**config.mk**
```make
export PLATFORM = sky130hd
export DESIGN_NAME = predictive_varint_frame_encoder
export DESIGN_NICKNAME = d
export VERILOG_FILES = /design/src/hw/rtl/pvfe_pkg.sv /design/src/hw/rtl/pvfe_varint.sv /design/src/hw/rtl/predictive_varint_frame_encoder.sv
export SDC_FILE = /design/constraint.sdc
export NUM_CORES = 1
export LEC_CHECK = 0
export ABC_CLOCK_PERIOD_IN_PS = 24500
export BUFFER_PORTS_ARGS = -buffer_cell sky130_fd_sc_hd__buf_2
export CAP_MARGIN = 30
export CELL_PAD_IN_SITES_DETAIL_PLACEMENT = 0
export CELL_PAD_IN_SITES_GLOBAL_PLACEMENT = 1
export CORE_ASPECT_RATIO = 1.25
export CORE_MARGIN = 2
export CORE_UTILIZATION = 59
export CTS_BUF_LIST = sky130_fd_sc_hd__clkbuf_4
export CTS_CLUSTER_DIAMETER = 80
export DETAILED_ROUTE_END_ITERATION = 12
export GPL_ROUTABILITY_DRIVEN = 0
export PLACE_DENSITY_LB_ADDON = 0.1
export SLEW_MARGIN = 20
export SYNTH_ARGS = -nofsm -noshare
export SYNTH_HDL_FRONTEND = slang
export SYNTH_SLANG_ARGS = --single-unit
export TNS_END_PERCENT = 20
```
**constraint.sdc**
```tcl
create_clock -name i_clk -period 24.5 [get_ports i_clk]
set_input_delay 4.9 -clock i_clk [delete_from_list [all_inputs] [get_ports i_clk]]
set_output_delay 4.9 -clock i_clk [all_outputs]
set_load 0.05 [all_outputs]
```
**src/hw/rtl/pvfe_pkg.sv**
```systemverilog
// Package for the predictive varint frame encoder.
// Holds the frame geometry, opcodes, marker bytes and shared types.
// No dependencies.
`timescale 1ns / 1ps

package pvfe_pkg;

    localparam int FIELDS_PER_FRAME = 12;
    localparam int POS_W            = $clog2(FIELDS_PER_FRAME);
    localparam int POS_TIME         = 1;
    localparam int POS_SIGNED_KEY   = 9;

    localparam int VARINT_MAX = 5;
    localparam int BUF_DEPTH  = 13;
    localparam int CNT_W      = $clog2(BUF_DEPTH + 1);
    localparam int END_LEN    = 11;

    typedef logic [7:0] t_byte;
    typedef t_byte t_varint_bytes [VARINT_MAX];
    typedef t_byte t_byte_buf [BUF_DEPTH];

    typedef enum logic [1:0] {
        OP_VALUE   = 2'd0,
        OP_EVENT   = 2'd1,
        OP_END     = 2'd2,
        OP_RESTART = 2'd3
    } t_opcode;

    localparam t_byte MARK_KEY   = 8'h49;
    localparam t_byte MARK_DELTA = 8'h50;
    localparam t_byte MARK_EVENT = 8'h45;
    localparam t_byte END_EVENT_ID = 8'hFF;
    localparam t_byte VARINT_GROUP = 8'h7F;
    localparam t_byte VARINT_CONT  = 8'h80;

    localparam t_byte END_TEXT [END_LEN] = '{
        8'h45, 8'h6E, 8'h64, 8'h20, 8'h6F, 8'h66, 8'h20, 8'h6C, 8'h6F, 8'h67, 8'h00
    };

    localparam logic [0:0] REG_KEY_INTERVAL = 1'b0;
    localparam logic [15:0] KEY_INTERVAL_RESET = 16'd32;

endpackage

```
**src/hw/rtl/pvfe_varint.sv**
```systemverilog
// Varint byte former: splits a 32-bit word into 7-bit groups with continuation bits.
// Depends on pvfe_pkg for the byte types and constants.
`timescale 1ns / 1ps

module pvfe_varint (
    input  logic [31:0]            i_word,
    output pvfe_pkg::t_varint_bytes o_bytes,
    output logic [2:0]             o_count
);

    logic [pvfe_pkg::VARINT_MAX-1:0] more;

    always_comb begin
        for (int k = 0; k < pvfe_pkg::VARINT_MAX; k++) begin
            more[k] = (k < pvfe_pkg::VARINT_MAX - 1) ? ((i_word >> (7 * (k + 1))) != 32'd0)
                                                      : 1'b0;
            o_bytes[k] = (pvfe_pkg::t_byte'(i_word >> (7 * k)) & pvfe_pkg::VARINT_GROUP)
                       | (more[k] ? pvfe_pkg::VARINT_CONT : 8'h00);
        end
        o_count = 3'd1 + 3'(more[0]) + 3'(more[1]) + 3'(more[2]) + 3'(more[3]);
    end

endmodule

```
**src/hw/rtl/predictive_varint_frame_encoder.sv**
```systemverilog
// Top level of the predictive varint frame encoder: input register, frame history,
// byte assembly and the output byte buffer. Depends on pvfe_pkg and pvfe_varint.
//
// Channel | Direction | Handshake           | Payload
// input   | in        | i_valid / o_stall   | i_opcode, i_value, i_event_id
// output  | out       | o_valid / i_stall   | o_out_byte, o_last_byte
// config  | in        | APB psel / penable  | paddr, pwdata, prdata
//
// An item is taken into the input register, then its bytes are formed combinationally
// and loaded into a 13-byte output buffer, which sends one byte per cycle while i_stall is low.
// An item produces up to thirteen bytes (a restart produces none); the bytes of the next
// item are loaded once the buffer is empty or its last byte is leaving.
// Reset is synchronous, clears the control state and sets the key interval to 32.
// A stall on the output holds the buffer and, once the input register is full,
// stalls the input.
`timescale 1ns / 1ps

module predictive_varint_frame_encoder (
    input  logic        i_clk,
    input  logic        i_rst_n,
    input  logic        i_valid,
    output logic        o_stall,
    input  logic [1:0]  i_opcode,
    input  logic signed [31:0] i_value,
    input  logic [7:0]  i_event_id,
    output logic        o_valid,
    input  logic        i_stall,
    output logic [7:0]  o_out_byte,
    output logic        o_last_byte,
    input  logic        psel,
    input  logic        penable,
    input  logic        pwrite,
    input  logic [2:0]  paddr,
    input  logic [31:0] pwdata,
    output logic [31:0] prdata,
    output logic        pready
);

    localparam int FPF   = pvfe_pkg::FIELDS_PER_FRAME;
    localparam int POS_W = pvfe_pkg::POS_W;
    localparam int BUF   = pvfe_pkg::BUF_DEPTH;
    localparam int CNT_W = pvfe_pkg::CNT_W;

    logic [15:0]        r_key_interval;
    logic               r_in_valid;
    pvfe_pkg::t_opcode  r_in_op;
    logic [31:0]        r_in_value;
    logic [7:0]         r_in_id;

    logic [31:0]        r_last [FPF];
    logic [31:0]        r_older [FPF];
    logic               r_have_history;
    logic [31:0]        r_frame_counter;
    logic [15:0]        r_since_key;
    logic [POS_W-1:0]   r_pos;
    logic               r_in_key;

    pvfe_pkg::t_byte_buf r_buf;
    logic [CNT_W-1:0]    r_cnt;

    pvfe_pkg::t_byte_buf n_buf;
    logic [CNT_W-1:0]    n_cnt;

    logic [15:0]        ki;
    logic               key_now;
    logic               key_eff;
    logic               pos_first;
    logic [31:0]        v;
    logic [31:0]        last_v;
    logic [31:0]        older_v;
    logic [31:0]        pred;
    logic [31:0]        diff;
    logic [31:0]        code_word;
    pvfe_pkg::t_varint_bytes vbytes;
    logic [2:0]         vcount;
    logic               buf_free;
    logic               move;
    logic               cfg_write;

    function automatic logic [31:0] zigzag(input logic [31:0] u);
        zigzag = {u[30:0], 1'b0} ^ {32{u[31]}};
    endfunction

    assign pready    = 1'b1;
    assign cfg_write = psel && penable && pwrite && pready &&
                       (paddr[2] == pvfe_pkg::REG_KEY_INTERVAL);
    assign prdata    = (paddr[2] == pvfe_pkg::REG_KEY_INTERVAL) ? {16'h0000, r_key_interval}
                                                                : 32'h0000_0000;

    assign pos_first = (r_pos == '0);
    assign ki        = (r_key_interval == 16'd0) ? 16'd1 : r_key_interval;
    assign key_now   = !r_have_history || (r_since_key >= (ki - 16'd1));
    assign key_eff   = pos_first ? key_now : r_in_key;
    assign v         = pos_first ? r_frame_counter : r_in_value;
    assign last_v    = r_last[r_pos];
    assign older_v   = r_older[r_pos];
    assign pred      = (r_pos == POS_W'(pvfe_pkg::POS_TIME)) ? ((last_v << 1) - older_v)
                                                               : last_v;
    assign diff      = v - pred;
    assign code_word = key_eff ? ((r_pos == POS_W'(pvfe_pkg::POS_SIGNED_KEY)) ? zigzag(v) : v)
                               : zigzag(diff);

    pvfe_varint u_varint (
        .i_word  (code_word),
        .o_bytes (vbytes),
        .o_count (vcount)
    );

    assign buf_free = (r_cnt == '0) || ((r_cnt == CNT_W'(1)) && !i_stall);
    assign move     = r_in_valid && ((n_cnt == '0) || buf_free);
    assign o_stall  = r_in_valid && !move;

    assign o_valid     = (r_cnt != '0);
    assign o_out_byte  = r_buf[0];
    assign o_last_byte = (r_cnt == CNT_W'(1));

    always_comb begin
        for (int k = 0; k < BUF; k++) begin
            n_buf[k] = 8'h00;
        end
        n_cnt = '0;
        unique case (r_in_op)
            pvfe_pkg::OP_EVENT: begin
                n_buf[0] = pvfe_pkg::MARK_EVENT;
                n_buf[1] = r_in_id;
                n_cnt    = CNT_W'(2);
            end
            pvfe_pkg::OP_END: begin
                n_buf[0] = pvfe_pkg::MARK_EVENT;
                n_buf[1] = pvfe_pkg::END_EVENT_ID;
                for (int k = 0; k < pvfe_pkg::END_LEN; k++) begin
                    n_buf[k + 2] = pvfe_pkg::END_TEXT[k];
                end
                n_cnt = CNT_W'(pvfe_pkg::END_LEN + 2);
            end
            pvfe_pkg::OP_RESTART: begin
                n_cnt = '0;
            end
            pvfe_pkg::OP_VALUE: begin
                if (key_eff && pos_first) begin
                    n_buf[0] = pvfe_pkg::MARK_KEY;
                    for (int k = 0; k < pvfe_pkg::VARINT_MAX; k++) begin
                        n_buf[k + 1] = vbytes[k];
                    end
                    n_cnt = CNT_W'(vcount) + CNT_W'(1);
                end else if (key_eff) begin
                    for (int k = 0; k < pvfe_pkg::VARINT_MAX; k++) begin
                        n_buf[k] = vbytes[k];
                    end
                    n_cnt = CNT_W'(vcount);
                end else if (pos_first) begin
                    n_buf[0] = pvfe_pkg::MARK_DELTA;
                    n_cnt    = CNT_W'(1);
                end else begin
                    for (int k = 0; k < pvfe_pkg::VARINT_MAX; k++) begin
                        n_buf[k] = vbytes[k];
                    end
                    n_cnt = CNT_W'(vcount);
                end
            end
            default: begin
                n_cnt = '0;
            end
        endcase
    end

    always_ff @(posedge i_clk) begin
        if (!i_rst_n) begin
            r_key_interval  <= pvfe_pkg::KEY_INTERVAL_RESET;
            r_in_valid      <= 1'b0;
            r_have_history  <= 1'b0;
            r_frame_counter <= 32'd0;
            r_since_key     <= 16'd0;
            r_pos           <= '0;
            r_in_key        <= 1'b0;
            r_cnt           <= '0;
        end else begin
            if (cfg_write) begin
                r_key_interval <= pwdata[15:0];
            end

            if (i_valid && !o_stall) begin
                r_in_valid <= 1'b1;
            end else if (move) begin
                r_in_valid <= 1'b0;
            end

            if (move && (n_cnt != '0)) begin
                r_cnt <= n_cnt;
            end else if (o_valid && !i_stall) begin
                r_cnt <= r_cnt - CNT_W'(1);
            end

            if (move) begin
                if (r_in_op == pvfe_pkg::OP_RESTART) begin
                    r_have_history  <= 1'b0;
                    r_frame_counter <= 32'd0;
                    r_since_key     <= 16'd0;
                    r_pos           <= '0;
                    r_in_key        <= 1'b0;
                end else if (r_in_op == pvfe_pkg::OP_VALUE) begin
                    if (pos_first) begin
                        r_in_key    <= key_now;
                        r_since_key <= key_now ? 16'd0 : (r_since_key + 16'd1);
                    end
                    if (r_pos == POS_W'(FPF - 1)) begin
                        r_have_history  <= 1'b1;
                        r_frame_counter <= r_frame_counter + 32'd1;
                        r_pos           <= '0;
                    end else begin
                        r_pos <= r_pos + POS_W'(1);
                    end
                end
            end
        end
    end

    always_ff @(posedge i_clk) begin
        if (i_valid && !o_stall) begin
            r_in_op    <= pvfe_pkg::t_opcode'(i_opcode);
            r_in_value <= i_value;
            r_in_id    <= i_event_id;
        end
        if (move && (r_in_op == pvfe_pkg::OP_VALUE)) begin
            r_older[r_pos] <= key_eff ? v : last_v;
            r_last[r_pos]  <= v;
        end
        if (move && (n_cnt != '0)) begin
            r_buf <= n_buf;
        end else if (o_valid && !i_stall) begin
            for (int k = 0; k < BUF - 1; k++) begin
                r_buf[k] <= r_buf[k + 1];
            end
            r_buf[BUF-1] <= 8'h00;
        end
    end

endmodule
```
* Yosys cells after proc, flatten, opt, wreduce, memory -nomap -nowiden
Memory sizes are Yosys's and may differ from the RTL's. A register that Yosys moved wholly into a read port is not among the register bits.
Index checks and enable logic that the tools add are counted.
** Cells by class
- Add/subtract/negate cells :: 12
- Multiply operators :: 0
- Divide/modulo/power cells :: 0
- Magnitude comparators :: 1
- Eq/ne operators :: 7
- Shift-type cells :: 0
- Multiplexer cells :: 51
- Bitwise operators :: 7
- Reductions and logical operators :: 37
** Operators with widths (count)
- 32-bit two-way mux :: 9
- 104-bit two-way mux :: 2
- 32-bit nonzero test :: 4
- 16-bit two-way mux :: 6
- 40-bit two-way mux :: 2
- 32-bit one-hot mux with 2 select lines :: 1
- 32-bit subtractor :: 2
- 32-bit XOR :: 2
- 55-bit two-way mux :: 1
- 16-bit one-hot mux with 3 select lines :: 1
- 4-bit two-way mux :: 11
- 8-bit two-way mux :: 5
- 32-bit by 1-bit adder with 32-bit output (second input constant) :: 1
- 7-bit by 8-bit OR with 8-bit output :: 4
- 16-bit by 1-bit adder with 16-bit output (second input constant) :: 1
- 16-bit greater-or-equal comparator :: 1
- 16-bit zero test :: 1
- 4-bit one-hot mux with 4 select lines :: 1
- 16-bit by 1-bit subtractor with 16-bit output (second input constant) :: 1
- 4-bit zero test :: 3
- 1-bit logical AND :: 11
- 1-bit two-way mux :: 10
- 2-bit nonzero test :: 5
- 4-bit by 1-bit == test with 1-bit output (second input constant) :: 2
- other kinds (17) :: 28
** Storage, ports and cells
- Bits in registers :: 221
- Bits in latches :: 0
- RAM bits :: 768
- Bits in read-only memories :: 0
- Output and inout port bits :: 44
- Word-level logic and storage cells :: 141
- Memories :: 2
** Memories
- r_last :: depth 12, bits a word 32, rd ports 1, clocked after Yosys merged registers in 1, write ports 1, line predictive_varint_frame_encoder.sv:50 : logic [31:0] r_last [FPF];
- r_older :: depth 12, bits a word 32, rd ports 1, clocked after Yosys merged registers in 1, write ports 1, line predictive_varint_frame_encoder.sv:51 : logic [31:0] r_older [FPF];

* Depth between registers and ports, before layout
Gate-level depths: netlist of run 1.
- Word-level depth :: 24
- Gate-level depth with buffers :: 52

* Hierarchy
From an unflattened synthesis of run 1, not the netlist that was laid out.
** Second synthesis, totals
- Cell total of the unflattened synthesis :: 3130
- Area, all modules :: 44038.5 um^2
** Modules (own cells, without submodules)
- predictive_varint_frame_encoder :: instances 1, cells each 3073, area each 43589.3 um^2, sequential area each 27796.7 um^2
- pvfe_varint :: instances 1, cells each 57, area each 449.2 um^2, sequential area each 0.0 um^2

* Worst setup path after synthesis of run 1
No wires, ideal clock.
- Path kind :: flip-flop to output port
- Start :: reg (tool-made name)
- End :: out o_stall
- Arrival time :: 10832 ps
- Slack :: 8768 ps
- Stages on the path, launching flop included :: 42
- Path buffers :: 6
- Path through :: dfxtp_1 -> buf_6 -> buf_6 -> clkbuf_1 -> clkbuf_1 -> clkbuf_1 -> buf_1 -> mux4_2 -> a21oi_1 -> ha_1 -> o21a_1 -> o21ai_0 -> a2111oi_0 -> a21boi_0 -> nor4b_1 -> o21ba_2 -> o21bai_1 -> a31oi_1 -> (+6 left out) -> ha_1 -> nand3_1 -> nor2_1 -> nand2_1 -> o21ai_0 -> a311oi_1 -> xor2_2 -> or3b_2 -> a31oi_1 -> nand4b_1 -> nor4_4 -> ha_1 -> fa_1 -> fa_1 -> nor3_1 -> a21oi_1 -> o311ai_0 -> and3_1
** RTL lines
- to (decl) :: line predictive_varint_frame_encoder.sv:22 : output logic o_stall,

==> results of run 1 <==
registers in the layout (all words and copies together), names as in the netlist, named ones only:
signal and count:
o_out_byte 8, r_buf 53, r_cnt 4, r_frame_counter 32, r_have_history 1, r_in_id 8, r_in_key 1, r_in_op 2
r_in_valid 1, r_in_value 32, r_key_interval 16, r_last 384, r_older 384, r_pos 4, r_since_key 16
layout by cell type, fill, tap and decap left out, types with 11 or more instances in the layout:
cell type,n
a211oi_1,12
a21boi_0,26
a21o_1,29
a21oi_1,174
a22o_1,13
a31oi_1,26
and2_1,57
and3_1,35
buf_2,101
buf_4,54
clkbuf_4,312
clkinv_1,47
conb_1,17
dfxtp_1,75
edfxtp_1,871
ha_1,94
inv_1,75
mux2i_1,99
mux4_2,190
nand2_1,317
nand2b_1,16
nand3_1,21
nand4_1,24
nor2_1,215
nor2b_1,34
nor3_1,29
nor4_1,13
o21a_1,13
o21ai_0,206
o21ai_1,14
o21bai_1,13
o31ai_1,11
xnor2_1,97
xor2_1,31
cell families after synthesis:
| logic type | Yosys count | synth area share |
|---|---|---|
| fa+ha+maj | 98 | 0.02859 |
| simple gates | 823 | 0.08695 |
| flops | 950 | 0.6313 |
| other cells | 2 | 0.0001709 |
| compound gates | 599 | 0.08156 |
| buf+inv | 260 | 0.02483 |
| xor+xnor | 129 | 0.02589 |
| mux | 292 | 0.1207 |
Yosys cell counts (24+ instances only):
cell        n
xor2_1     31
clkbuf_1  113
and2_1     61
inv_1      75
a21oi_1   174
o21ai_0   218
nand4_1    24
a21boi_0   26
nor2b_1    35
edfxtp_1  871
mux2i_1   100
xnor2_1    97
ha_1       94
mux4_2    190
nor2_1    219
dfxtp_1    79
nand2_1   320
nor3_1     29
a31oi_1    26
a21o_1     29
buf_4      25
and3_1     40
buf_1      39
stage by stage:
stage	hold WS [ps]	std cells	power [W]
floorplan	438.9	3168	0.004143
global placement	485.8	4091	0.004780
detailed placement	498.2	4105	0.004859
CTS	483.4	4486	0.006100
global route	514.7	4492	0.006460
finish	509.9	4492	0.006105
worst max-delay path, delay by kind of cell, from the launching register on:
kind	cells	cell delay, ps
fa+ha+maj	5	2050
flops	1	570
simple gates	8	2260
xor+xnor	2	330
mux	2	480
buf+inv	6	2650
compound gates	16	4720
power by group through the flow:
stage | sequential (W) | clock (W) | combinational (W)
finish | 0.00215 | 0.00122 | 0.00273
floorplan | 0.00216 | 0 | 0.00198
global route | 0.00216 | 0.00133 | 0.00297
CTS | 0.00215 | 0.00125 | 0.00270
detailed placement | 0.00219 | 0 | 0.00267
global placement | 0.00218 | 0 | 0.00260
final timing paths:
check	start	to	slack [ps]	cells after the start
max reg2reg	flop	r_older[5][26]	9200	42
min	r_key_interval[1]	r_key_interval[1]	510	2
min reg2reg	r_key_interval[1]	r_key_interval[1]	510	2
max	flop	o_stall	5390	39
per-layer routing:
metal / share of wire / wire (um)
met1: 0.41 / 43860
met2: 0.50 / 53860
met3: 0.068 / 7342
met4: 0.023 / 2491
met5: 0 / 0
layout make-up:
cell class,instances,area [sq um],area share
Antenna cell,3,7.507,0.0001553
Clock buffer,312,2342,0.04846
Clock inverter,69,397.9,0.008232
Inverter,76,285.3,0.005902
Multi-Input combinational cell,1958,15270,0.3160
Sequential cell,950,27750,0.5742
Tap cell,960,1201,0.02485
Timing Repair Buffer,164,1074,0.02221
==> flow_metrics.py, run 1 <==
metrics = {
    "status": {
        "status": "finished clean",
    },
    "timing": {
        "tightest_slew_ps": 1013,
        "max-slew-margin-rel": 0.3161,
        "fin_crit_ps": 19110,
        "fin_crit_sh": 0.7798,
        "tns_ps": 0,
        "rsz0062_at_grt": "no",
        "slew_violations": 0,
        "setup_viol": 0,
        "skew_ps": 73.45,
        "final_hold_viol_count": 0,
        "fmax_mhz": 52.34,
        "setup_ws_ps": 5395,
    },
    "floorplan": {
        "boundaryPins": 128,
        "fp.coreArea_sq_um": 73470,
        "rows": 111,
        "die-area_sq_um": 76680,
        "die_height_um": 309.1,
        "die_w_um": 248.1,
        "start_util": 0.5980,
    },
    "clock_network": {
        "cts_tree": "yes",
        "h-tree-depth": 4,
        "cts_setup_buffers": 0,
        "ctsLongestPathBuffers": 3,
        "path_clk_slew_ps": 70,
        "insertion_delay_ps": 1090,
        "cts.sinks": 950,
        "cts_resized": 0,
        "cts_hold_buffers": 0,
        "cts_root_buf": "clkbuf_4",
        "cts_buffers": 215,
    },
    "critical_path": {
        "worst_setup_path_end_kind": "output port",
        "crit_arrival_ps": 14210,
        "crit_path_max_incr_delay_ps": 880,
        "crit_type": "reg -> out",
        "critPathLaunchType": "flop",
        "crit_top_cell": "a21oi_1",
        "worstPathMaxFanout": 45,
        "critPathSlowestCell": "o311ai_0",
        "cp_data_required_time_ps": 19600,
    },
    "placed_design": {
        "placed_cell_area_sq_um": 45550,
        "portBuffers": 92,
        "place_ws_ps": 6130,
        "dp_hpwl_um": 67300,
    },
    "global_route": {
        "antenna_found_initial": 2,
        "grt_overflow": 0,
        "use_met2": 0.4776,
        "first_global_vias": 28190,
        "grt_use_met3": 0.05154,
        "grt_pass1_wl_um": 164300,
        "met1_usage": 0.3849,
        "grt_max_degree": 97,
        "grt_util_all_layers": 0.2882,
        "grt_most_used_layer": "met2",
    },
    "pwr": {
        "power_leakage_nw": 16.79,
        "pwr-share-comb": 0.448,
        "swShare": 0.3905,
        "p_per_area_nw_per_um2": 126.3,
        "p_sw_w": 0.002384,
        "internal_power_w": 0.003721,
        "clkPwrFrac": 0.200,
        "p_seq_frac": 0.352,
        "irDropWorstVdd_uv": 173.9,
    },
    "synthesis": {
        "synth_top_area_frac": 0.5953,
        "netlist_area_sq_um": 43930,
        "ys_warn_count": 0,
        "syn_area_per_cell_sq_um": 13.93,
        "synth-seq-cells": 950,
        "async_flop_share": 0,
        "synth_edf_count": 871,
        "ys.flop_type": "edfxtp_1",
        "yosysSeqAreaShare": 0.6313,
        "yosysTopAreaCell": "edfxtp_1",
        "netlist_instances": 3153,
        "yosysUniqueCellTypes": 78,
        "ys_top_cells_by_area": "edfxtp_1 60%, mux4_2 9.7%, dfxtp_1 3.6%",
    },
    "cells_and_area": {
        "drive_above_1_share": 0.2097,
        "fill_cells": 5321,
        "finalInstanceArea_sq_um": 48330,
        "post-route-util": 0.6579,
        "nets": 3547,
        "area_growth_syn_to_layout_pct": 10.01,
    },
    "route": {
        "routed_via_density": 6.168,
        "drc": 0,
        "drt_iter0_markers": 2422,
        "wl_per_cell_um": 23.94,
        "routed_wirelength_um": 107600,
        "vias": 27710,
        "firstDrtPassIters": 6,
        "ant_nets": 0,
    },
    "job": {
        "max-cap-violations": 0,
    },
    "hold_path": {
        "worstHoldPathType": "reg -> reg",
    },
}
Power figures use the tool's default switching activity.
==> inputs of run 2 (changes only) <==
--- a/config.mk
+++ b/config.mk
@@ -5,14 +5,14 @@
 export SDC_FILE = /design/constraint.sdc
 export NUM_CORES = 1
 export LEC_CHECK = 0
-export ABC_CLOCK_PERIOD_IN_PS = 24500
+export ABC_CLOCK_PERIOD_IN_PS = 18100
 export BUFFER_PORTS_ARGS = -buffer_cell sky130_fd_sc_hd__buf_2
 export CAP_MARGIN = 30
 export CELL_PAD_IN_SITES_DETAIL_PLACEMENT = 0
 export CELL_PAD_IN_SITES_GLOBAL_PLACEMENT = 1
 export CORE_ASPECT_RATIO = 1.25
 export CORE_MARGIN = 2
-export CORE_UTILIZATION = 59
+export CORE_UTILIZATION = 55
 export CTS_BUF_LIST = sky130_fd_sc_hd__clkbuf_4
 export CTS_CLUSTER_DIAMETER = 80
 export DETAILED_ROUTE_END_ITERATION = 12
==> constraint.sdc (replaced) <==
create_clock -name i_clk -period 18.1 [get_ports i_clk]
set_input_delay 3.62 -clock i_clk [delete_from_list [all_inputs] [get_ports i_clk]]
set_output_delay 3.62 -clock i_clk [all_outputs]
set_load 0.05 [all_outputs]
==> run 2 against run 1 <==
  * Non-clock buffer count up 10
  * Register-to-register slack got worse by 5700 ps
  * Global-route usage is 1.8 points lower
  * Sequential power rose by 35%
  * Power increased by 35%
  * Highest routed layer unchanged
  * Clock power increased by 34%
  * Largest power group unchanged
  * Setup slack got worse by 4200 ps
  * Die area increased by 7.2%
  * First-iteration DRC count increased by 2.4%
==> flow_metrics.py, run 2 (same netlist as run 1, synthesis figures left out) <==
metrics = {
    "critical_path": {
        "critPathLaunchType": "flop",
        "reg2reg_to": "r_older[5][20]",
        "crit_path_end": "o_stall",
        "cp_data_required_time_ps": 14480,
        "critPathSlowestCell": "nor4b_1",
        "crit_type": "reg -> out",
        "worstPathMaxFanout": 34,
        "worst_setup_path_end_kind": "output port",
        "crit_arrival_ps": 13280,
        "r2r_slack_ps": 3520,
        "crit_path_max_incr_delay_ps": 810,
        "ff2ff_path_depth": 43,
    },
    "timing": {
        "setup_viol": 0,
        "fin_crit_ps": 16900,
        "slew_violations": 0,
        "tns_ps": 0,
        "rsz0062_at_grt": "no",
        "fmax_mhz": 59.17,
        "tightest_slew_ps": 1032,
        "skew_ps": 98.39,
        "max-slew-margin-rel": 0.3029,
        "setup_ws_ps": 1200,
        "final_hold_viol_count": 0,
        "fin_crit_sh": 0.9337,
    },
    "route": {
        "drt_iter0_markers": 2481,
        "firstDrtPassIters": 5,
        "drc": 0,
        "wl_met3_um": 7145,
        "dr_wl_met2_um": 54090,
        "vias": 27790,
        "routedLengthMet1_um": 45490,
        "ant_nets": 0,
        "routed_via_density": 6.052,
        "wl_per_cell_um": 23.86,
        "top_layer_used": "met4",
        "routed_wirelength_um": 109500,
    },
    "pwr": {
        "internal_power_w": 0.005036,
        "swShare": 0.3897,
        "irDropWorstVdd_uv": 213.5,
        "clkPwrFrac": 0.199,
        "p_sw_w": 0.003216,
        "p_per_area_nw_per_um2": 170.3,
        "pwr-share-comb": 0.448,
        "p_seq_frac": 0.353,
        "power_leakage_nw": 16.81,
    },
    "hold_path": {
        "worstHoldPathType": "reg -> reg",
    },
    "global_route": {
        "grt_pass1_wl_um": 167400,
        "grt_util_all_layers": 0.2699,
        "antenna_found_initial": 2,
        "first_global_vias": 28590,
        "grt_overflow": 0,
        "grt_max_degree": 98,
    },
    "status": {
        "status": "finished clean",
    },
    "cells_and_area": {
        "fill_cells": 6275,
        "drive_above_1_share": 0.2107,
        "final_common_cell": "edfxtp_1",
        "fin_cells": 4591,
        "area_growth_syn_to_layout_pct": 10.32,
        "top_regs": "r_last (384), r_older (384), r_buf (53)",
        "final_cell_mix": "871 x edfxtp_1, 317 x nand2_1, 311 x clkbuf_4, 216 x nor2_1, 209 x o21ai_0",
        "finalInstanceArea_sq_um": 48470,
        "nets": 3563,
    },
    "clock_network": {
        "cts_setup_buffers": 0,
        "path_clk_slew_ps": 90,
        "insertion_delay_ps": 1130,
        "h-tree-depth": 4,
        "cts_root_buf": "clkbuf_4",
        "ctsLongestPathBuffers": 3,
        "cts.sinks": 950,
        "cts_tree": "yes",
        "cts_buffers": 221,
        "cts_resized": 0,
        "cts_hold_buffers": 0,
    },
    "floorplan": {
        "die-area_sq_um": 82170,
        "fp.coreArea_sq_um": 78850,
        "start_util": 0.5572,
        "die_w_um": 256.8,
        "rows": 115,
        "boundaryPins": 128,
        "die_height_um": 320.0,
    },
    "placed_design": {
        "place_ws_ps": 2132,
        "portBuffers": 92,
        "placed_cell_area_sq_um": 45730,
        "dp_hpwl_um": 66560,
        "dp_cells": 4208,
    },
    "job": {
        "max-cap-violations": 0,
    },
}
run 2: area by class of cell:
class | count | area (sq um) | share of cell area
diodes | 3 | 7.507 | 0.0001549
clock buffers | 310 | 2327 | 0.04802
clock inverters | 67 | 362.8 | 0.007486
inverters | 76 | 285.3 | 0.005886
multi-input cells | 1958 | 15270 | 0.3151
flip-flops and latches | 950 | 27750 | 0.5726
well taps | 1053 | 1318 | 0.02718
repair buffers | 174 | 1144 | 0.02360
run 2: layer usage:
metal,global-route usage,up-vias
met4,0.09173,0
met3,0.04771,197
met1,0.3623,13980
li1,-,12560
met2,0.4483,1058
met5,0,-
run 2: power by group through the flow:
stage / sequential [W] / clock (W) / combinational [W]
4_1_cts: 0.00293 / 0.00168 / 0.00363
5_1_grt: 0.00292 / 0.00179 / 0.00403
6_report: 0.00291 / 0.00164 / 0.00370
3_3_place_gp: 0.00298 / 0 / 0.00351
3_5_place_dp: 0.00298 / 0 / 0.00360
2_1_floorplan: 0.00292 / 0 / 0.00268
run 2: worst min path at each step:
stage | start | to | slack (ps) | cells after the start
finish | r_buf[75] | r_buf[83] | 460 | 1
global route | r_buf[75] | r_buf[83] | 440 | 1
CTS | r_buf[75] | r_buf[83] | 430 | 1
detailed placement | r_key_interval[1] | r_key_interval[1] | 490 | 2
global placement | r_have_history | r_have_history | 480 | 2
floorplan | r_have_history | r_have_history | 440 | 2
run 2: metrics by stage:
step                      hold slack, ps  total power, W    util
final                              463.5        0.008252  0.6147
after global routing               439.5        0.008745  0.6147
after CTS                          427.5        0.008254  0.6140
after detailed placement           490.4        0.006583  0.5799
after global placement             483.0        0.006490  0.5784
after floorplan                    438.9        0.005608       -
run 2: worst max-delay path, delay by kind of cell, from the launching register on:
kind | cells | cell delay (ps)
adders and majority gates | 5 | 2120
and+or+nand+nor | 10 | 2920
AOI/OAI and AO/OA | 16 | 3480
xor gates and xnor gates | 2 | 720
buffers and inverters | 4 | 1410
DFF | 1 | 550
muxes | 3 | 870
